`src/hdl/ssem_pkg.sv`:
```
package ssem_pkg;

	// operation field position inside an instruction word
	localparam int OPCODE_LSB = 13;

	// item kinds on the command channel
	localparam logic KIND_LOAD = 1'b0;
	localparam logic KIND_STEP = 1'b1;

	// instruction operation codes
	typedef enum logic [2:0] {
		OP_JMP     = 3'b000,
		OP_JRP     = 3'b001,
		OP_LDN     = 3'b010,
		OP_STO     = 3'b011,
		OP_SUB     = 3'b100,
		OP_SUB_ALT = 3'b101,
		OP_CMP     = 3'b110,
		OP_STP     = 3'b111
	} opcode_t;

	// shared adder modes
	typedef enum logic {
		ALU_ADD = 1'b0,
		ALU_SUB = 1'b1
	} alu_op_t;

endpackage

```
`src/hdl/ssem_in_if.sv`:
```
interface ssem_in_if #(
	parameter int ADDR_W = 5
) ();
	logic              valid;
	logic              ready;
	logic              kind;
	logic [ADDR_W-1:0] load_address;
	logic [31:0]       load_word;

	modport source (output valid, output kind, output load_address, output load_word,
		input ready);
	modport sink (input valid, input kind, input load_address, input load_word,
		output ready);
endinterface

```
`src/hdl/ssem_out_if.sv`:
```
interface ssem_out_if ();
	logic               valid;
	logic               ready;
	logic [31:0]        counter_value;
	logic [31:0]        instruction_word;
	logic signed [31:0] accumulator_value;
	logic               halted;
	logic               fault;

	modport source (output valid, output counter_value, output instruction_word,
		output accumulator_value, output halted, output fault, input ready);
	modport sink (input valid, input counter_value, input instruction_word,
		input accumulator_value, input halted, input fault, output ready);
endinterface

```
`src/hdl/ssem_fetch_execute_core.sv`:
```
// load transaction: accept -> S_DONE -> result register; the next accept waits until the result loads
// step transaction: accept -> S_FETCH -> S_EXEC -> S_DONE -> result register, then the next accept
// a step that runs past the store faults in S_FETCH and goes from there to S_DONE
// steps while halted or faulted go from accept straight to S_DONE; a stalled result
// delays the next result load; the one store write port, one store read port and the one shared adder set the pace
// reset (arst_n low, asynchronous) clears the machine registers, then a sweep zeroes the store
// one word a cycle (all 2**ceil(log2(MEM_WORDS)) words, 32 by default) before cmd.ready rises
module ssem_fetch_execute_core #(
	parameter int MEM_WORDS = 32
) (
	input logic        clk,
	input logic        arst_n,
	ssem_in_if.sink    cmd,
	ssem_out_if.source res
);
	import ssem_pkg::*;

	localparam int AW    = $clog2(MEM_WORDS);
	localparam int DEPTH = 1 << AW;

	typedef enum logic [4:0] {
		S_CLEAR = 5'b00001,
		S_IDLE  = 5'b00010,
		S_FETCH = 5'b00100,
		S_EXEC  = 5'b01000,
		S_DONE  = 5'b10000
	} state_t;

	state_t        state_q;
	logic [AW-1:0] clr_idx_q;
	logic [31:0]   counter_q;
	logic [31:0]   instr_q;
	logic [31:0]   acc_q;
	logic          halt_q;
	logic          fault_q;
	logic          out_valid_q;

	logic [31:0]   mem [DEPTH];
	logic [31:0]   rd_data_q;

	logic          accept;
	logic          load_in_range;
	logic          oper_in_range;
	logic [AW-1:0] oper_addr;
	opcode_t       opcode;
	logic          out_load;

	alu_op_t       alu_op;
	logic [31:0]   alu_a;
	logic [31:0]   alu_b;
	logic [31:0]   alu_sum;
	logic          alu_carry;

	logic          mem_we;
	logic [AW-1:0] mem_wa;
	logic [31:0]   mem_wd;
	logic [AW-1:0] rd_addr;

	assign cmd.ready = (state_q == S_IDLE);
	assign accept    = cmd.valid && cmd.ready;

	// decode of the present instruction
	assign opcode        = opcode_t'(instr_q[OPCODE_LSB +: 3]);
	assign oper_addr     = instr_q[AW-1:0];
	assign oper_in_range = ({1'b0, oper_addr} < (AW+1)'(MEM_WORDS));
	assign load_in_range = ({1'b0, cmd.load_address} < (AW+1)'(MEM_WORDS));

	assign out_load = (state_q == S_DONE) && (!out_valid_q || res.ready);

	// shared adder operand selection
	always_comb begin
		alu_op = ALU_ADD;
		alu_a  = counter_q;
		alu_b  = 32'd1;
		case (state_q)
			S_FETCH: begin
				alu_b  = 32'(MEM_WORDS);
				alu_op = ALU_SUB;
			end
			S_EXEC: begin
				case (opcode)
					OP_JRP: begin
						alu_b = rd_data_q;
					end
					OP_LDN: begin
						alu_a  = '0;
						alu_b  = rd_data_q;
						alu_op = ALU_SUB;
					end
					OP_SUB, OP_SUB_ALT: begin
						alu_a  = acc_q;
						alu_b  = rd_data_q;
						alu_op = ALU_SUB;
					end
					default: begin
						alu_op = ALU_ADD;
					end
				endcase
			end
			default: begin
				alu_op = ALU_ADD;
			end
		endcase
	end

	ssem_alu u_alu (
		.op    (alu_op),
		.a     (alu_a),
		.b     (alu_b),
		.sum   (alu_sum),
		.carry (alu_carry)
	);

	// store write port: clearing sweep, load transaction or store instruction
	always_comb begin
		mem_we = 1'b0;
		mem_wa = clr_idx_q;
		mem_wd = '0;
		case (state_q)
			S_CLEAR: begin
				mem_we = 1'b1;
			end
			S_IDLE: begin
				mem_we = accept && (cmd.kind == KIND_LOAD) && load_in_range;
				mem_wa = cmd.load_address;
				mem_wd = cmd.load_word;
			end
			S_EXEC: begin
				mem_we = (opcode == OP_STO) && oper_in_range;
				mem_wa = oper_addr;
				mem_wd = acc_q;
			end
			default: begin
				mem_we = 1'b0;
			end
		endcase
	end

	// store read address: next instruction on accept, operand after fetch
	assign rd_addr = (state_q == S_FETCH) ? rd_data_q[AW-1:0] : alu_sum[AW-1:0];

	always_ff @(posedge clk) begin
		if (mem_we) begin
			mem[mem_wa] <= mem_wd;
		end
		rd_data_q <= mem[rd_addr];
	end

	// sequencer and machine registers
	always_ff @(posedge clk or negedge arst_n) begin
		if (!arst_n) begin
			state_q     <= S_CLEAR;
			clr_idx_q   <= '0;
			counter_q   <= '0;
			instr_q     <= '0;
			acc_q       <= '0;
			halt_q      <= 1'b0;
			fault_q     <= 1'b0;
			out_valid_q <= 1'b0;
		end else begin
			if (out_load) begin
				out_valid_q <= 1'b1;
			end else if (res.ready) begin
				out_valid_q <= 1'b0;
			end
			case (state_q)
				S_CLEAR: begin
					clr_idx_q <= clr_idx_q + AW'(1);
					if (clr_idx_q == AW'(DEPTH - 1)) begin
						state_q <= S_IDLE;
					end
				end
				S_IDLE: begin
					if (accept) begin
						if (cmd.kind == KIND_STEP && !halt_q && !fault_q) begin
							counter_q <= alu_sum;
							state_q   <= S_FETCH;
						end else begin
							state_q <= S_DONE;
						end
					end
				end
				S_FETCH: begin
					// carry set: counter at or past the store size
					if (alu_carry) begin
						fault_q <= 1'b1;
						state_q <= S_DONE;
					end else begin
						instr_q <= rd_data_q;
						state_q <= S_EXEC;
					end
				end
				S_EXEC: begin
					case (opcode)
						OP_JMP: counter_q <= rd_data_q;
						OP_JRP: counter_q <= alu_sum;
						OP_LDN, OP_SUB, OP_SUB_ALT: acc_q <= alu_sum;
						OP_CMP: begin
							if (acc_q[31]) begin
								counter_q <= alu_sum;
							end
						end
						OP_STP: halt_q <= 1'b1;
						default: begin
							halt_q <= halt_q;
						end
					endcase
					state_q <= S_DONE;
				end
				S_DONE: begin
					if (out_load) begin
						state_q <= S_IDLE;
					end
				end
				default: begin
					state_q <= S_IDLE;
				end
			endcase
		end
	end

	// result register
	always_ff @(posedge clk) begin
		if (out_load) begin
			res.counter_value     <= counter_q;
			res.instruction_word  <= instr_q;
			res.accumulator_value <= acc_q;
			res.halted            <= halt_q;
			res.fault             <= fault_q;
		end
	end

	assign res.valid = out_valid_q;

	// a halted machine keeps its counter and accumulator
	assert property (@(posedge clk) disable iff (!arst_n)
		halt_q |=> halt_q && $stable(counter_q) && $stable(acc_q))
		else $error("halted machine changed state");

	// a fault freezes counter and instruction register
	assert property (@(posedge clk) disable iff (!arst_n)
		fault_q |=> fault_q && $stable(counter_q) && $stable(instr_q))
		else $error("faulted machine changed state");

	// a new result only appears out of the done state
	assert property (@(posedge clk) disable iff (!arst_n)
		$rose(out_valid_q) |-> $past(state_q == S_DONE))
		else $error("result raised outside done state");

	// an accepted transaction either starts a fetch or finishes directly
	assert property (@(posedge clk) disable iff (!arst_n)
		accept |=> (state_q == S_FETCH) || (state_q == S_DONE))
		else $error("bad sequencer state after accept");
endmodule

```
`src/hdl/ssem_alu.sv`:
```
module ssem_alu (
	input  ssem_pkg::alu_op_t op,
	input  logic [31:0]       a,
	input  logic [31:0]       b,
	output logic [31:0]       sum,
	output logic              carry
);
	import ssem_pkg::*;

	logic        sub;
	logic [31:0] b_eff;

	// subtract is add of the inverted operand plus one; carry set means a >= b
	assign sub   = (op == ALU_SUB);
	assign b_eff = sub ? ~b : b;
	assign {carry, sum} = {1'b0, a} + {1'b0, b_eff} + {32'd0, sub};
endmodule

```
`src/flat_wrapper.sv`:
```
// flat-port wrapper written by rule: the top's interface ports become plain ports
module ssem_fetch_execute_core_flat import ssem_pkg::*;
#(
	parameter int MEM_WORDS = 32
)
  (clk, arst_n, cmd_valid, cmd_kind, cmd_load_address, cmd_load_word, cmd_ready, res_valid, res_counter_value, res_instruction_word, res_accumulator_value, res_halted, res_fault, res_ready);
  ssem_in_if #(.ADDR_W((5))) cmd_i ();
  ssem_out_if res_i ();
  input logic clk;
  input logic arst_n;
  input wire logic [$bits(cmd_i.valid)-1:0] cmd_valid;
  input wire logic [$bits(cmd_i.kind)-1:0] cmd_kind;
  input wire logic [$bits(cmd_i.load_address)-1:0] cmd_load_address;
  input wire logic [$bits(cmd_i.load_word)-1:0] cmd_load_word;
  output wire logic [$bits(cmd_i.ready)-1:0] cmd_ready;
  output wire logic [$bits(res_i.valid)-1:0] res_valid;
  output wire logic [$bits(res_i.counter_value)-1:0] res_counter_value;
  output wire logic [$bits(res_i.instruction_word)-1:0] res_instruction_word;
  output wire logic [$bits(res_i.accumulator_value)-1:0] res_accumulator_value;
  output wire logic [$bits(res_i.halted)-1:0] res_halted;
  output wire logic [$bits(res_i.fault)-1:0] res_fault;
  input wire logic [$bits(res_i.ready)-1:0] res_ready;
  assign cmd_i.valid = cmd_valid;
  assign cmd_i.kind = cmd_kind;
  assign cmd_i.load_address = cmd_load_address;
  assign cmd_i.load_word = cmd_load_word;
  assign cmd_ready = cmd_i.ready;
  assign res_valid = res_i.valid;
  assign res_counter_value = res_i.counter_value;
  assign res_instruction_word = res_i.instruction_word;
  assign res_accumulator_value = res_i.accumulator_value;
  assign res_halted = res_i.halted;
  assign res_fault = res_i.fault;
  assign res_i.ready = res_ready;
  ssem_fetch_execute_core #(.MEM_WORDS(MEM_WORDS)) u_core (.clk(clk), .arst_n(arst_n), .cmd(cmd_i), .res(res_i));
endmodule
```
`config.mk`:
```
export PLATFORM = sky130hd
export DESIGN_NAME = ssem_fetch_execute_core_flat
export DESIGN_NICKNAME = d
export VERILOG_FILES = /design/src/hdl/ssem_pkg.sv /design/src/hdl/ssem_in_if.sv /design/src/hdl/ssem_out_if.sv /design/src/hdl/ssem_fetch_execute_core.sv /design/src/hdl/ssem_alu.sv /design/src/flat_wrapper.sv
export SDC_FILE = /design/constraint.sdc
export NUM_CORES = 1
export LEC_CHECK = 0
export ABC_AREA = 1
export BUFFER_PORTS_ARGS = -buffer_cell sky130_fd_sc_hd__buf_2
export CELL_PAD_IN_SITES_DETAIL_PLACEMENT = 1
export CELL_PAD_IN_SITES_GLOBAL_PLACEMENT = 1
export CORE_MARGIN = 2
export CORE_UTILIZATION = 30
export CTS_CLUSTER_SIZE = 16
export DETAILED_ROUTE_END_ITERATION = 7
export PLACE_DENSITY = 0.55
export RECOVER_POWER = 50
export SYNTH_ARGS = -nofsm -noshare
export SYNTH_HDL_FRONTEND = slang
export SYNTH_SLANG_ARGS = --single-unit
```
`constraint.sdc`:
```
create_clock -name clk -period 4.9 [get_ports clk]
set_input_delay 0.49 -clock clk [delete_from_list [all_inputs] [get_ports clk]]
set_output_delay 0.49 -clock clk [all_outputs]
set_load 0.02 [all_outputs]
```
==> impl_summary.txt <==
----------------------------------------------------
[Run status]
  Status ... finished with violations
  Violated checks ... max-capacitance violations, max-slew violations

[Pwr]
  Max VDD drop ... 730 uV
  Power Dens Cells ... 741 nW/um^2
  LEAKAGE ... 25.8 nW
  Total power after layout ... 48.2 mW

[Global routing]
  All-Layer GR Usage ... 20.7%
  Number of global-route vias before repair ... 40.8k
  Initial antenna violation count ... 5
  Maximum number of pins on one net before global-route repair ... 151
  First-pass GRT wire length ... roughly 290000 microns
  Final global-route overflow total ... 0

[Synth]
  Synthesized-area fraction occupied by ao, oa, aoi and oai cells ... 2.79%
  Top flip-flop cell by instance count after synthesis ... sky130_fd_sc_hd__edfxtp_1
  Share of the synthesized netlist area taken by xor and xnor gates ... 0.769%
  Number of synthesized flops with an enable pin ... around 1.1k
  Unique cell type count in the Yosys netlist ... between 50 and 60
  Synth Net Count ... 5335
  Number of synthesized register bits ... 1263
  Mux cell area share after synthesis ... 0.0403%
  Synthesized netlist cell count ... 5259
  Avg Inst Size Synth ... 10.6 sq um
  Sequential-to-total area share from yosys stat ... 66.4%
  Largest family of logic cells by synthesized area ... simple AND/OR/NAND/NOR gates
  Fraction of registers with async set or reset after synthesis ... under 10%
  Post-synthesis adder-cell area fraction ... less than 1%
  Warning count from the yosys run ... 0
  Post-Synthesis Cell Area ... 55800 sq um
  Fraction of the mapped netlist area in simple logic gates ... around 22%

[Setup path]
  Data required time of the worst path ... 5.26 ns
  Worst-path maximum fanout ... 35
  Crit. End Element ... flop
  Critical path class ... reg2reg
  Arrival time worst endpoint ... 4.83 ns
  Worst path top cell family by delay ... buffers and inverters
  Worst setup slack for register-to-register paths ... 0.43 ns
  Slowest-stage cell, CP ... sky130_fd_sc_hd__clkbuf_1
  FF-to-FF End ... u_core.mem[10][22]
  Critical path startpoint category ... flop
  Cell seen most often among critical-path stages ... sky130_fd_sc_hd__clkbuf_1
  Buf+Inv Stages, Crit Path ... 3
  Critical Path, Cell by Cell ... nor2_1 -> inv_1 -> nor4_4 -> clkbuf_1 -> nand2_1 -> o21ai_0 -> clkbuf_1
  Length in cells of the worst reg-to-reg path ... 7
  Reg2Reg Launch Point ... u_core.state_q[3]
  Largest stage delay on the critical path ... approximately 1.4 ns

[Place]
  Worst slack at placement ... 0.605 ns
  Port bufs ... 141
  Instance area at placement ... 60700 sq um
  Global placer's final weighted congestion ... 0.884
  Cells after DPL ... 7743
  Total half-perimeter wirelength after legalization and detailed placement ... between 100000 and 150000 microns

[Worst hold path]
  Worst hold path class ... in2reg
  Min-delay src ... res_ready
  Hold path cells ... 4
  Worst Hold End ... u_core.res.valid

[Route]
  Final wirelength ... 199000 microns
  Number of detailed-routing iterations run before antenna repair ... 6
  Detail-routed net length per standard cell ... 24.8 microns
  Post-route DRC violation count ... 0
  Ratio of routed vias to standard cells ... ~5.0
  Residual antenna-violating net count after detailed routing ... 0
  Total via count in the routed design ... between 30k and 40k
  DRC marker count from the first detailed-route iteration ... 3254

[Clock tree]
  Post-CTS setup repair buffer count ... 0
  Number of buffers between clock root and the deepest sink ... 3
  Buffer type at the clock tree root ... sky130_fd_sc_hd__clkbuf_16
  Clock Latency Late Sink ... 0.78 ns
  H-tree level count ... 4
  Sinks on Clock Net ... about 1.3k
  TritonCTS buffer count ... 146
  TritonCTS clock tree ... built
  Clock slew at reported path FFs ... 0.06 ns

[Timing]
  Final clock skew ... between 0.03 and 0.04 ns
  Post-route minimum period ... ~4.5 ns
  Max Clk Rate ... 0.224 GHz
  Final worst-path cycle share ... a little over 90%
  Unrepaired setup endpoints after global routing ... false
  Number of failing setup endpoints in the final timing report ... 0
  Worst Tran Pin Value ... 2.96 ns
  Number of pins with negative max-slew slack in the final report ... approximately 380
  Tightest hold margin ... 0.0416 ns
  Setup slack after layout ... 0.427 ns
  Final sum of negative setup slack ... 0 ns
  Final number of hold-violating endpoints ... 0
  Worst slew slack as a fraction of its limit ... -98.1%

[Layout]
  Layout filler cell count ... 20.5k
  Final Non-Filler Cells ... 8015
  Top library cells by usage in the layout, fill and taps aside ... sky130_fd_sc_hd__nand2_1, sky130_fd_sc_hd__edfxtp_1, sky130_fd_sc_hd__nand3_1, sky130_fd_sc_hd__inv_1, sky130_fd_sc_hd__nand3b_1
  Area used by multi-input combinational logic ... 15400 sq um
  Area Overhead vs Synth ... 16.6%
  Layout Nets ... about 5.5k
  Final design instance area without fill ... 65100 sq um
  Core occupancy in the finished layout ... 35.1%
  Most common library cell in the layout ignoring fill and taps ... sky130_fd_sc_hd__nand2_1
  Area taken by flip-flops and latches ... 37100 sq um
  Layout cells sized above 1 ... 8.57%

[Floorplanning]
  Die footprint ... 190000 sq um
  Num rows ... 158
  Height of the chip ... 435 microns
  Starting density of the core ... 30.1%
  Core region area ... 185000 sq um
  DIE WIDTH ... 435 microns
  I/O pins ... 142

[Run]
  Number of max-cap violations ... 12

----------------------------------------------------
final cells by class:
| cell class | count | area share (%) |
|---|---|---|
| inverters | 644 | 3.75 |
| clock inverters | 72 | 1.02 |
| clock buffers | 198 | 6.19 |
| diodes | 1 | 0.00384 |
| multi-input cells | 3052 | 23.6 |
| flip-flops and latches | 1263 | 56.9 |
| repair buffers | 305 | 3.71 |
| well taps | 2480 | 4.77 |
metal layers:
| layer | GRT usage [%] | vias up | wire (microns) | share of wire [%] |
|---|---|---|---|---|
| met5 | 0 | - | 0 | 0 |
| met4 | 6.23 | 0 | 5790 | 2.9 |
| met3 | 2.43 | 258 | 8450 | 4.2 |
| met2 | 34.6 | 945 | 94500 | 47 |
| met1 | 28.2 | 20500 | 90400 | 45 |
| li1 | - | 18100 | - | - |
power by group:
group | switching [mW] | internal [mW] | total, mW
logic | 16.6 | 6.27 | 22.8
clock network | 4.58 | 6.26 | 10.8
registers | 0.895 | 13.7 | 14.6
total | 22.0 | 26.2 | 48.2
cells in the mapped netlist (all sizes together) (2+ instances only):
master	instances	area (sq um)
nand2	1366	5140
mux2	2	22.5
a21o	6	45.0
a32o	15	150
a31oi	10	62.6
nor2	119	462
buf	157	805
nand4	6	37.5
o32ai	13	114
dfxtp	32	641
o21bai	4	30.0
a21oi	43	215
dfrtp	108	2700
nor3	8	40.0
a211oi	2	15.0
nand3b	320	2400
xor2	42	368
nand3	875	4380
a21boi	2	15.0
nor4	5	37.5
o22ai	6	37.5
o21ai	136	696
o211ai	15	113
xnor2	7	61.3
clkbuf	143	537
or2	7	43.8
clkinv	2	7.51
edfxtp	1122	33700
inv	642	2410
ha	33	413
tightest hold or removal path, delay by kind of cell:
kind	cells	cell delay [ns]
buffers and inverters	2	0.16
AND/OR/NAND/NOR	2	0.11
worst max-delay path by stage:
stage                                  start                         endpoint  slack, ns  cells after the start
after floorplan            u_core.state_q[3]  u_core.res.accumulator_value[0]       1.11                      5
after detailed placement  u_core.instr_q[14]                u_core.state_q[4]       0.61                     20
after CTS                 u_core.instr_q[15]                u_core.state_q[4]       0.58                     22
final                      u_core.state_q[3]               u_core.mem[10][22]       0.43                      7
after global placement    u_core.instr_q[14]                u_core.state_q[4]       0.73                     20
after global routing       u_core.state_q[1]                u_core.instr_q[4]       0.15                     19
kinds of logic after synthesis:
family,after synthesis
mux,2
simple gates,2707
flops,1263
xor+xnor,49
compound gates,260
buf+inv,944
fa+ha+maj,34
state kept, by name, indices dropped and copies added (netlist names):
signal and cells:
u_core.mem 1024, u_core.acc_q 32, u_core.counter_q 32, u_core.instr_q 32, u_core.rd_data_q 32, u_core.res.accumulator_value 32
u_core.res.counter_value 32, u_core.res.instruction_word 32, u_core.clr_idx_q 5, u_core.state_q 5, u_core.fault_q 1, u_core.halt_q 1
u_core.res.fault 1, u_core.res.halted 1, u_core.res.valid 1
repair_timing:
item                                   4_1_cts  5_1_grt
hold buffers                                 1        0
endpoints found under the hold margin       76        0
resized for setup                            0        0
Power figures use the tool's default switching activity.
